### src/sv/itmtpd_pkg.sv
// ----------------------------------------------------------------------------
// itmtpd_pkg
// Shared types and constants for the trace packet decoder.
// ----------------------------------------------------------------------------
package itmtpd_pkg;

	localparam int MAX_PACKET_BYTES_DEF = 8;
	localparam logic [7:0] GAP_FACTOR_RST = 8'd16;

	// Result kinds
	localparam logic [3:0] KIND_OVERFLOW = 4'd0;
	localparam logic [3:0] KIND_SYNC     = 4'd1;
	localparam logic [3:0] KIND_TSTAMP   = 4'd2;
	localparam logic [3:0] KIND_SW       = 4'd3;
	localparam logic [3:0] KIND_DWT_EVT  = 4'd4;
	localparam logic [3:0] KIND_EXC      = 4'd5;
	localparam logic [3:0] KIND_PC       = 4'd6;
	localparam logic [3:0] KIND_WATCH    = 4'd7;
	localparam logic [3:0] KIND_OTHER_HW = 4'd8;
	localparam logic [3:0] KIND_EXT      = 4'd9;
	localparam logic [3:0] KIND_MODE     = 4'd10;

	// Header codes
	localparam logic [7:0] HDR_OVERFLOW  = 8'h70;
	localparam logic [7:0] MASK_SYNC     = 8'h7F;
	localparam logic [7:0] MASK_WATCH    = 8'hC4;
	localparam logic [7:0] CODE_WATCH    = 8'h84;
	localparam logic [3:0] LOW_EXT_A     = 4'h4;
	localparam logic [3:0] LOW_EXT_B     = 4'h8;
	localparam logic [3:0] LOW_EXT_C     = 4'hC;
	localparam logic [7:0] SYNC_TAIL     = 8'h80;
	localparam logic [47:0] SYNC_PATTERN = 48'h0000_0000_0080;
	localparam logic [2:0] SYNC_BYTES    = 3'd6;

	// Exception event codes
	localparam logic [3:0] EV_ENTER  = 4'd1;
	localparam logic [3:0] EV_EXIT   = 4'd2;
	localparam logic [3:0] EV_RESUME = 4'd3;

	typedef struct packed {
		logic [3:0]  kind;
		logic [4:0]  port_id;
		logic [7:0]  header;
		logic [31:0] payload;
		logic [3:0]  packet_length;
		logic [3:0]  detail;
		logic [63:0] time_total;
		logic [47:0] span_begin;
		logic [47:0] span_finish;
		logic        last;
	} res_t;

	// Payload size from the low header bits
	function automatic logic [2:0] len_code(input logic [1:0] c);
		logic [2:0] r;
		unique case (c)
			2'd0: r = 3'd0;
			2'd1: r = 3'd1;
			2'd2: r = 3'd2;
			default: r = 3'd4;
		endcase
		return r;
	endfunction

endpackage

### src/sv/itm_trace_packet_decoder_top.sv
// ----------------------------------------------------------------------------
// itm_trace_packet_decoder_top
// Trace byte framer and packet classifier with timestamp and mode tracking.
// ----------------------------------------------------------------------------
// Usage:
//   Input channel (in_valid/in_ready) carries one trace byte per beat with its
//   start and end sample times. Output channel (out_valid/out_ready) carries
//   one decoded result per beat; a byte yields zero, one or two results, the
//   final one flagged by last.
//   gap_factor is written through cfg_wr_en/cfg_wr_data; the user must do so
//   only while the block idles, as the block itself does not enforce this.
// Path: a byte is registered on accept and decoded from the input register
//   once the queue has room; its results are written into a four-entry
//   output queue, whose head drives the result outputs.
// Throughput: one byte per cycle while the queue has room for two results,
//   as the decode stage advances only then, so the queue depth sets how long
//   the block keeps accepting under a stalled receiver.
// Reset: arst_n clears the packet framing, sync window, timestamp sum, mode
//   tracking and the queue; gap_factor returns to 16.
// Stall: results wait in the queue unchanged; once it holds three or more and
//   a byte waits in the input register, in_ready drops.
// ----------------------------------------------------------------------------
module itm_trace_packet_decoder_top #(
	parameter int MAX_PACKET_BYTES = itmtpd_pkg::MAX_PACKET_BYTES_DEF
) (
	input  logic        clk,
	input  logic        arst_n,
	input  logic        cfg_wr_en,
	input  logic [7:0]  cfg_wr_data,
	input  logic        in_valid,
	output logic        in_ready,
	input  logic [7:0]  byte_value,
	input  logic [47:0] start_time,
	input  logic [47:0] end_time,
	output logic        out_valid,
	input  logic        out_ready,
	output logic [3:0]  kind,
	output logic [4:0]  port_id,
	output logic [7:0]  header,
	output logic [31:0] payload,
	output logic [3:0]  packet_length,
	output logic [3:0]  detail,
	output logic [63:0] time_total,
	output logic [47:0] span_begin,
	output logic [47:0] span_finish,
	output logic        last
);
	import itmtpd_pkg::*;

	localparam int CW = $clog2(MAX_PACKET_BYTES + 1);
	localparam int IW = $clog2(MAX_PACKET_BYTES);
	localparam logic [CW-1:0] CNT_MAX = CW'(MAX_PACKET_BYTES);
	localparam int QD = 4;

	// Configuration
	logic [7:0] gap_factor_q;
	always_ff @(posedge clk or negedge arst_n) begin
		if (!arst_n) begin
			gap_factor_q <= GAP_FACTOR_RST;
		end else if (cfg_wr_en) begin
			gap_factor_q <= cfg_wr_data;
		end
	end

	// Input stage
	logic        v_s1;
	logic [7:0]  byte_s1;
	logic [47:0] st_s1, en_s1, blen_s1, gap_s1;
	logic [47:0] prev_end_q;
	logic        proc_go;
	logic [2:0]  q_cnt_q;

	assign proc_go  = v_s1 && (q_cnt_q <= 3'(QD - 2));
	assign in_ready = !v_s1 || proc_go;

	always_ff @(posedge clk or negedge arst_n) begin
		if (!arst_n) begin
			v_s1       <= 1'b0;
			prev_end_q <= '0;
		end else if (in_ready) begin
			v_s1 <= in_valid;
			if (in_valid) begin
				prev_end_q <= end_time;
			end
		end
	end

	always_ff @(posedge clk) begin
		if (in_valid && in_ready) begin
			byte_s1 <= byte_value;
			st_s1   <= start_time;
			en_s1   <= end_time;
			blen_s1 <= end_time - start_time;
			gap_s1  <= start_time - prev_end_q;
		end
	end

	// Framing state
	logic [7:0]    pkt_q [MAX_PACKET_BYTES];
	logic [CW-1:0] pkt_cnt_q;
	logic [47:0]   pkt_start_q;
	logic [47:0]   win_q;
	logic [2:0]    fill_q;
	logic [63:0]   ts_sum_q;
	logic          mode_act_q;
	logic [47:0]   mode_start_q;

	// Gap check and byte capture
	logic [55:0]   prod;
	logic          gap_hit, hold;
	logic [CW-1:0] cnt_base, cnt_new, pcnt;
	logic [47:0]   start_new, win_new;
	logic [2:0]    fill_new;
	logic          force_sync;
	logic [7:0]    pd [MAX_PACKET_BYTES];

	always_comb begin
		prod      = 56'(gap_factor_q) * 56'(blen_s1);
		gap_hit   = {8'd0, gap_s1} > prod;
		cnt_base  = gap_hit ? '0 : pkt_cnt_q;
		hold      = cnt_base < CNT_MAX;
		cnt_new   = hold ? cnt_base + 1'b1 : cnt_base;
		start_new = (hold && cnt_base == '0) ? st_s1 : pkt_start_q;
		win_new   = {win_q[39:0], byte_s1};
		fill_new  = (fill_q < SYNC_BYTES) ? fill_q + 3'd1 : fill_q;
		force_sync = (fill_new == SYNC_BYTES) && (win_new == SYNC_PATTERN);
		for (int i = 0; i < MAX_PACKET_BYTES; i++) begin
			if (force_sync && i < 5) begin
				pd[i] = 8'd0;
			end else if (force_sync && i == 5) begin
				pd[i] = SYNC_TAIL;
			end else if (hold && cnt_base == CW'(i)) begin
				pd[i] = byte_s1;
			end else begin
				pd[i] = pkt_q[i];
			end
		end
		pcnt = force_sync ? CW'(SYNC_BYTES) : cnt_new;
	end

	// Completion check and classification
	logic [7:0]  h;
	logic [3:0]  low;
	logic [4:0]  port;
	logic [2:0]  plen;
	logic        cont_end, complete, done;
	logic [27:0] ts_long;
	logic [31:0] ts_val, le;
	logic [3:0]  ev;
	logic        span_emit, mode_clr, mode_set;
	res_t        main_r, span_r;

	always_comb begin
		h    = pd[0];
		low  = h[3:0];
		port = h[7:3];
		plen = len_code(h[1:0]);
		cont_end = 1'b0;
		for (int i = 1; i < MAX_PACKET_BYTES; i++) begin
			if (CW'(i) < pcnt && !pd[i][7]) begin
				cont_end = 1'b1;
			end
		end
		priority if ((h & MASK_SYNC) == 8'd0 || h == HDR_OVERFLOW) begin
			complete = 1'b1;
		end else if (low == 4'd0) begin
			complete = !h[7] || cont_end;
		end else if (low == LOW_EXT_A || low == LOW_EXT_B || low == LOW_EXT_C) begin
			complete = 1'b1;
		end else begin
			complete = pcnt >= CW'(plen) + 1'b1;
		end
		done = force_sync || (pcnt != '0 && complete);

		// Timestamp continuation bytes
		ts_long = '0;
		for (int i = 1; i <= 4; i++) begin
			if (CW'(i) < pcnt) begin
				ts_long[7*(i-1) +: 7] = pd[i][6:0];
			end
		end
		ts_val = h[7] ? {4'd0, ts_long} : {29'd0, h[6:4]};

		// Little-endian payload bytes
		le = '0;
		for (int i = 0; i < 4; i++) begin
			if (3'(i) < plen && CW'(i + 1) < pcnt) begin
				le[8*i +: 8] = pd[i + 1];
			end
		end

		ev        = pd[2][7:4];
		span_emit = 1'b0;
		mode_clr  = 1'b0;
		mode_set  = 1'b0;

		main_r.port_id       = port;
		main_r.header        = h;
		main_r.payload       = '0;
		main_r.packet_length = 4'(pcnt);
		main_r.detail        = '0;
		main_r.time_total    = ts_sum_q;
		main_r.span_begin    = start_new;
		main_r.span_finish   = en_s1;
		main_r.last          = 1'b1;

		priority if ((h & MASK_SYNC) == 8'd0) begin
			main_r.kind = KIND_SYNC;
		end else if (h == HDR_OVERFLOW) begin
			main_r.kind = KIND_OVERFLOW;
		end else if (low == 4'd0) begin
			main_r.kind       = KIND_TSTAMP;
			main_r.detail     = h[7] ? {2'd0, h[5:4]} : 4'd0;
			main_r.payload    = ts_val;
			main_r.time_total = ts_sum_q + 64'(ts_val);
		end else if (low == LOW_EXT_A || low == LOW_EXT_B || low == LOW_EXT_C) begin
			main_r.kind = KIND_EXT;
		end else if (!h[2]) begin
			main_r.kind    = KIND_SW;
			main_r.payload = le;
		end else if (port == 5'd0) begin
			main_r.kind    = KIND_DWT_EVT;
			main_r.payload = {24'd0, pd[1]};
		end else if (port == 5'd1 && plen >= 3'd2) begin
			main_r.kind    = KIND_EXC;
			main_r.payload = {23'd0, pd[2][0], pd[1]};
			main_r.detail  = ev;
			if (ev == EV_ENTER || ev == EV_EXIT || ev == EV_RESUME) begin
				span_emit = mode_act_q;
				mode_clr  = (ev == EV_EXIT);
				mode_set  = (ev != EV_EXIT);
			end
		end else if (port == 5'd2 && plen == 3'd4) begin
			main_r.kind    = KIND_PC;
			main_r.payload = le;
		end else if ((h & MASK_WATCH) == CODE_WATCH) begin
			main_r.kind    = KIND_WATCH;
			main_r.port_id = {3'd0, h[5:4]};
			main_r.detail  = {3'd0, h[3]};
			main_r.payload = le;
		end else begin
			main_r.kind    = KIND_OTHER_HW;
			main_r.payload = le;
		end

		span_r.kind          = KIND_MODE;
		span_r.port_id       = '0;
		span_r.header        = '0;
		span_r.payload       = '0;
		span_r.packet_length = '0;
		span_r.detail        = '0;
		span_r.time_total    = ts_sum_q;
		span_r.span_begin    = mode_start_q;
		span_r.span_finish   = st_s1;
		span_r.last          = 1'b0;
	end

	// Advance framing state
	always_ff @(posedge clk or negedge arst_n) begin
		if (!arst_n) begin
			pkt_cnt_q    <= '0;
			pkt_start_q  <= '0;
			win_q        <= '0;
			fill_q       <= '0;
			ts_sum_q     <= '0;
			mode_act_q   <= 1'b0;
			mode_start_q <= '0;
		end else if (proc_go) begin
			pkt_cnt_q   <= done ? '0 : cnt_new;
			pkt_start_q <= start_new;
			win_q       <= win_new;
			fill_q      <= fill_new;
			if (done) begin
				ts_sum_q <= main_r.time_total;
				if (mode_clr) begin
					mode_act_q <= 1'b0;
				end else if (mode_set) begin
					mode_act_q   <= 1'b1;
					mode_start_q <= st_s1;
				end
			end
		end
	end

	// Packet byte store
	always_ff @(posedge clk) begin
		if (proc_go && hold) begin
			pkt_q[cnt_base[IW-1:0]] <= byte_s1;
		end
	end

	// Output queue
	res_t       q_mem [QD];
	logic [1:0] wr_ptr_q, rd_ptr_q;
	logic [1:0] push_n;
	logic       pop;

	assign push_n = (proc_go && done) ? (span_emit ? 2'd2 : 2'd1) : 2'd0;
	assign pop    = out_valid && out_ready;

	always_ff @(posedge clk or negedge arst_n) begin
		if (!arst_n) begin
			wr_ptr_q <= '0;
			rd_ptr_q <= '0;
			q_cnt_q  <= '0;
		end else begin
			wr_ptr_q <= wr_ptr_q + push_n;
			rd_ptr_q <= rd_ptr_q + {1'b0, pop};
			q_cnt_q  <= q_cnt_q + {1'b0, push_n} - {2'd0, pop};
		end
	end

	always_ff @(posedge clk) begin
		if (push_n == 2'd2) begin
			q_mem[wr_ptr_q]        <= span_r;
			q_mem[wr_ptr_q + 2'd1] <= main_r;
		end else if (push_n == 2'd1) begin
			q_mem[wr_ptr_q] <= main_r;
		end
	end

	assign out_valid     = q_cnt_q != 3'd0;
	assign kind          = q_mem[rd_ptr_q].kind;
	assign port_id       = q_mem[rd_ptr_q].port_id;
	assign header        = q_mem[rd_ptr_q].header;
	assign payload       = q_mem[rd_ptr_q].payload;
	assign packet_length = q_mem[rd_ptr_q].packet_length;
	assign detail        = q_mem[rd_ptr_q].detail;
	assign time_total    = q_mem[rd_ptr_q].time_total;
	assign span_begin    = q_mem[rd_ptr_q].span_begin;
	assign span_finish   = q_mem[rd_ptr_q].span_finish;
	assign last          = q_mem[rd_ptr_q].last;

endmodule

### config.mk
export PLATFORM = sky130hd
export DESIGN_NAME = itm_trace_packet_decoder_top
export DESIGN_NICKNAME = d
export VERILOG_FILES = /design/src/sv/itmtpd_pkg.sv /design/src/sv/itm_trace_packet_decoder_top.sv
export SDC_FILE = /design/constraint.sdc
export NUM_CORES = 2
export LEC_CHECK = 0
export BUFFER_PORTS_ARGS = -buffer_cell sky130_fd_sc_hd__buf_2
export CAP_MARGIN = 20
export CORE_MARGIN = 2
export CORE_UTILIZATION = 60
export CTS_BUF_LIST = sky130_fd_sc_hd__clkbuf_8
export DETAILED_ROUTE_END_ITERATION = 7
export PLACE_DENSITY = 0.78
export SYNTH_ARGS = -nofsm -noshare
export SYNTH_HDL_FRONTEND = slang
export SYNTH_SLANG_ARGS = --single-unit
### constraint.sdc
create_clock -name clk -period 21.3 [get_ports clk]
set_input_delay 1.065 -clock clk [delete_from_list [all_inputs] [get_ports clk]]
set_output_delay 1.065 -clock clk [all_outputs]
set_load 0.02 [all_outputs]
---- Yosys cells after proc, flatten, opt, wreduce, memory -nomap -nowiden ----
Memories as Yosys holds them, arrays and structs flattened.
Cells that the tools add are included.
cells by class
  $add $sub $neg .......................... 11
  $mul .................................... 1
  magnitude comparators ................... 17
  eq/ne operators ......................... 25
  muxes and demuxes ....................... 112
  bitwise gates (word level) .............. 2
  reduce and logical (&&, ||, !) cells .... 57
operators by type and width
  cell                                                                 count
  32-bit 2-to-1 mux                                                    7
  218-bit 2-to-1 mux                                                   1
  8-bit 2-to-1 mux                                                     18
  68-bit 2-to-1 mux                                                    2
  48-bit subtractor                                                    2
  4-bit 2-to-1 mux                                                     18
  64-bit by 28-bit adder with 64-bit output                            1
  64-bit 2-to-1 mux                                                    1
  48-bit by 56-bit greater-than comparator with 1-bit output           1
  8-bit by 48-bit multiplier with 56-bit output                        1
  48-bit by 8-bit == test with 1-bit output, second input constant     1
  48-bit 2-to-1 mux                                                    1
  1-bit 2-to-1 mux                                                     45
  5-bit 2-to-1 mux                                                     9
  1-bit logical AND                                                    28
  28-bit 2-to-1 mux                                                    1
  7-bit 2-to-1 mux                                                     4
  4-bit by 3-bit == test with 1-bit output, second input constant      5
  4-bit by 2-bit == test with 1-bit output, second input constant      4
  3-bit by 4-bit < comparator with 1-bit output, first input constant  4
  3-bit == test, second input constant                                 3
  1-bit logical NOT                                                    9
  3-bit case mux with 3 select lines                                   1
  4-bit by 1-bit == test with 1-bit output, second input constant      2
  39 further kinds                                                     56
storage, ports and cells
  bits in registers ....................... 472
  bits in writable memories ............... 936
  input bits .............................. 117
  word-level logic and storage cells ...... 245
  memories ................................ 2
memories
  name   words  width  rd ports  clocked after Yosys merged registers in  write ports  line                                 text
  q_mem  4      218    1         0                                        2            itm_trace_packet_decoder_top.sv:293  res_t q_mem [QD];
  pkt_q  8      8      8         0                                        1            itm_trace_packet_decoder_top.sv:99   logic [7:0] pkt_q [MAX_PACKET_BYTES];

---- Longest topological paths before layout ----
  depth after elaboration ................. 28
  gate-level depth with buffers ........... 64
  mapped depth without buffers ............ 58

---- Worst setup path after synthesis ----
No wires, ideal clock.
  path type ............................... flip-flop to flip-flop
  from .................................... reg gap_factor_q[4]
  to ...................................... mem q_mem[1][100] in the netlist's numbering (enable)
  library setup time ...................... 0.569 ns
  arrival ................................. 14.764 ns
  data required time ...................... 20.731 ns
  path slack .............................. 5.967 ns
  stages on the path, launching flop included .. 54
  path buffers ............................ 6
  period minus slack after synthesis ...... 15.333 ns
  cells stage by stage .................... dfstp_2 clkbuf_1 nand2_1 fa_1 fa_1 inv_1 fa_1 inv_1 fa_1 inv_1 ha_1 a21o_1 a221oi_1 a21oi_1 o21ai_0 o21ai_1 a21o_1 a21o_1 [18 not listed] nand2_1 clkbuf_1 mux2_2 nand2_1 ha_1 inv_1 ha_1 nand2b_1 a21o_1 a21o_1 a211oi_1 a21o_1 a21oi_1 a21boi_2 or3_1 clkbuf_1 buf_2 inv_1
RTL lines
  what                    line                                 text
  start, declared         itm_trace_packet_decoder_top.sv:56   logic [7:0] gap_factor_q;
  start signal, assigned  itm_trace_packet_decoder_top.sv:61   gap_factor_q <= cfg_wr_data;
  end, declared           itm_trace_packet_decoder_top.sv:293

==> impl_metrics.json <==
{
  "hpwl_um": 155800,
  "cts_tree": "yes",
  "ys_warn_count": 0,
  "clk_latency_ns": 0.97,
  "yosysMostFrequentCell": "edfxtp_1",
  "yosys.cell_types.count": 95,
  "crit_path_top_delay_cell": "dfstp_2",
  "worstPathRequired_ns": 21.99,
  "cp_data_arrival_time_ns": 17.27,
  "io_pins": 337,
  "initial_core_util": 0.6060,
  "globalplace.congestion": 0.9682,
  "drt-total-wl_um": 230000,
  "drtAntennaViolNets": 0,
  "synth-edff-count": 1111,
  "worstSetupStartpointType": "flop",
  "crit_family": "compound AO/OA/AOI/OAI gates",
  "n_fill_cell": 9649,
  "first_global_vias": 56410,
  "grt_use_met3": 0.07740,
  "postCtsSetupBuffers": 0,
  "layout.nets": 7538,
  "yosys.area.top_type": "edfxtp_1",
  "grt.overflow.total": 0,
  "use_met2": 0.5349,
  "port_buffers": 336,
  "tightest_slew_ns": 1.164,
  "row_count": 133,
  "grt_max_degree": 137,
  "synth_commonest_cells": "edfxtp_1, nor2_1, nand2_1, inv_1, and2_1",
  "clockBufferDepth": 3,
  "grt_use_total": 0.3371,
  "fp.dieArea_um2": 136100,
  "fin_skew_ns": 0.06641,
  "cts.sinks": 1387,
  "tns_ns": 0,
  "numCtsBuffers": 219,
  "drv_cap": 0,
  "final_layout_size_suffix_gt1_frac": 0.1602,
  "crit_type": "reg2reg",
  "cts-resized-gates": 0,
  "synthTopCellsByArea": "edfxtp_1, dfrtp_1, fa_1",
  "root_buffer": "clkbuf_8",
  "dieWidth_um": 368.9,
  "final-setup-viol-count": 0,
  "die_y_um": 368.9,
  "cpPeakStageDelay_ns": 1.12,
  "netlist.area_leader.share": 0.4177,
  "grt_first_pass_wirelength_um": 345600,
  "hold_viol_final": 0,
  "critPathCaptureType": "flop",
  "ys_ff_latch": 1387,
  "timing.slew.headroom": 0.2237,
  "ctsHoldBuffers": 0,
  "antenna_found_initial": 20,
  "synth_top_flop_cell": "edfxtp_1",
  "rsz0062_at_grt": "false",
  "via_per_inst": 6.432,
  "finalCriticalPeriod_ns": 16.58,
  "syn_area_um2": 79870,
  "first_pass_iters": 6,
  "drtIter0Drc": 6341,
  "grt_util_met1": 0.4489,
  "r2r_slack_ns": 4.72,
  "final_max_slew_viol_count": 0,
  "fmax_mhz": 60.33,
  "core_region_area_um2": 131800,
  "syn_nets": 7278,
  "grt-busiest-layer": "met2",
  "drc_errors": 0,
  "htreeDepth": 4,
  "syn-instance-count": 6617,
  "drt-wirelength-per-cell_um": 26.04,
  "syn_to_final_growth_pct": 9.681,
  "path_max_fanout": 49,
  "timing.critical_path.buf_inv": 4,
  "synth.avg_cell_area_um2": 12.07,
  "hold_path_class": "in2async",
  "async_flop_share": 0.1961,
  "clk_transition_reported_paths_ns": 0.06,
  "vias": 56810,
  "status": "finished clean",
  "timing.final.crit_share": 0.7782,
  "seq_area_frac_synth": 0.5039
}
==> placed cells by master (no fill, tap or decap), drive strengths merged, types with 195 or more instances in the layout <==
master / count
ha: 264
and2: 315
inv: 493
edfxtp: 1111
nand2: 564
a21oi: 252
nor2: 578
clkbuf: 250
dfrtp: 271
a22o: 195
mux4: 218
fa: 280
o21ai: 256
o2bb2ai: 219
buf: 416
==> sequential cells by signal, indices dropped and copies added, names as in the netlist <==
signal / cells
mode_start_q: 48
pkt_cnt_q: 4
gap_factor_q: 8
en_s1: 48
byte_s1: 8
st_s1: 48
wr_ptr_q: 2
q_cnt_q: 3
mode_act_q: 1
gap_s1: 48
win_q: 40
pkt_q: 43
prev_end_q: 48
v_s1: 1
pkt_start_q: 48
rd_ptr_q: 2
fill_q: 3
blen_s1: 48
q_mem: 872
ts_sum_q: 64
==> kinds of logic after synthesis <==
family / Yosys count / synth area share
AOI/OAI and AO/OA: 1322 / 0.1174
xor gates and xnor gates: 227 / 0.02499
adders and majority gates: 544 / 0.1115
buffers and inverters: 784 / 0.03898
DFF: 1387 / 0.5039
muxes: 428 / 0.08957
and+or+nand+nor: 1925 / 0.1135
==> routing by layer <==
metal / part of all wire / up-vias
met5: 0.000057 / -
met4: 0.042 / 2
met3: 0.10 / 449
met2: 0.48 / 3074
met1: 0.38 / 28520
li1: - / 24760
==> final timing paths <==
kind                                              from                      endpoint  cells past startpoint
max                        gap_factor_q[4]$_DFFE_PN1P_       q_mem[3][135]$_DFFE_PP_                     57
min                                             arst_n  mode_start_q[13]$_DFFE_PN0P_                      1
max reg2reg                gap_factor_q[4]$_DFFE_PN1P_       q_mem[3][135]$_DFFE_PP_                     57
min reg2reg                   q_mem[1][0]$_SDFFE_PP1N_      q_mem[1][0]$_SDFFE_PP1N_                      2
max in group asynchronous                       arst_n    prev_end_q[39]$_DFFE_PN0P_                      3
min in group clk                         byte_value[2]          byte_s1[2]$_DFFE_PP_                      1
==> worst reg2reg max path, delay by kind of cell (launching register included) <==
kind,cells,cell delay [ns]
AO/OA/AOI/OAI,27,6.16
AND/OR/NAND/NOR,16,4.97
adder cells (fa/ha/maj),9,3.78
flip-flops,1,1.12
buffers and inverters,4,0.21
XOR/XNOR,1,0.10
==> per-stage QoR <==
step / std cells / setup slack, ns / hold slack [ns] / util / instance area (µm²)
floorplan: 6617 / 5.967 / 0.4223 / - / 79870
global placement: 8405 / 5.320 / 0.4298 / 0.6296 / 82980
detailed placement: 8407 / 4.951 / 0.4382 / 0.6298 / 83010
CTS: 8817 / 4.870 / 0.1159 / 0.6640 / 87520
global route: 8830 / 3.461 / 0.1796 / 0.6646 / 87600
finish: 8832 / 4.723 / 0.09968 / 0.6647 / 87600
==> area by class of cell <==
class | instances | area (µm²) | area share
clock buffer | 250 | 3441 | 0.03928
inverter | 407 | 1565 | 0.01787
timing repair buffer | 416 | 2387 | 0.02725
sequential | 1387 | 40260 | 0.4595
multi-input combinational | 4446 | 36660 | 0.4185
antenna | 11 | 27.53 | 0.0003142
clock inverter | 160 | 1066 | 0.01217
tap | 1755 | 2196 | 0.02507
Power is not shown: default switching activity piles up to over one toggle a cycle in this logic, so the estimate is an artifact.
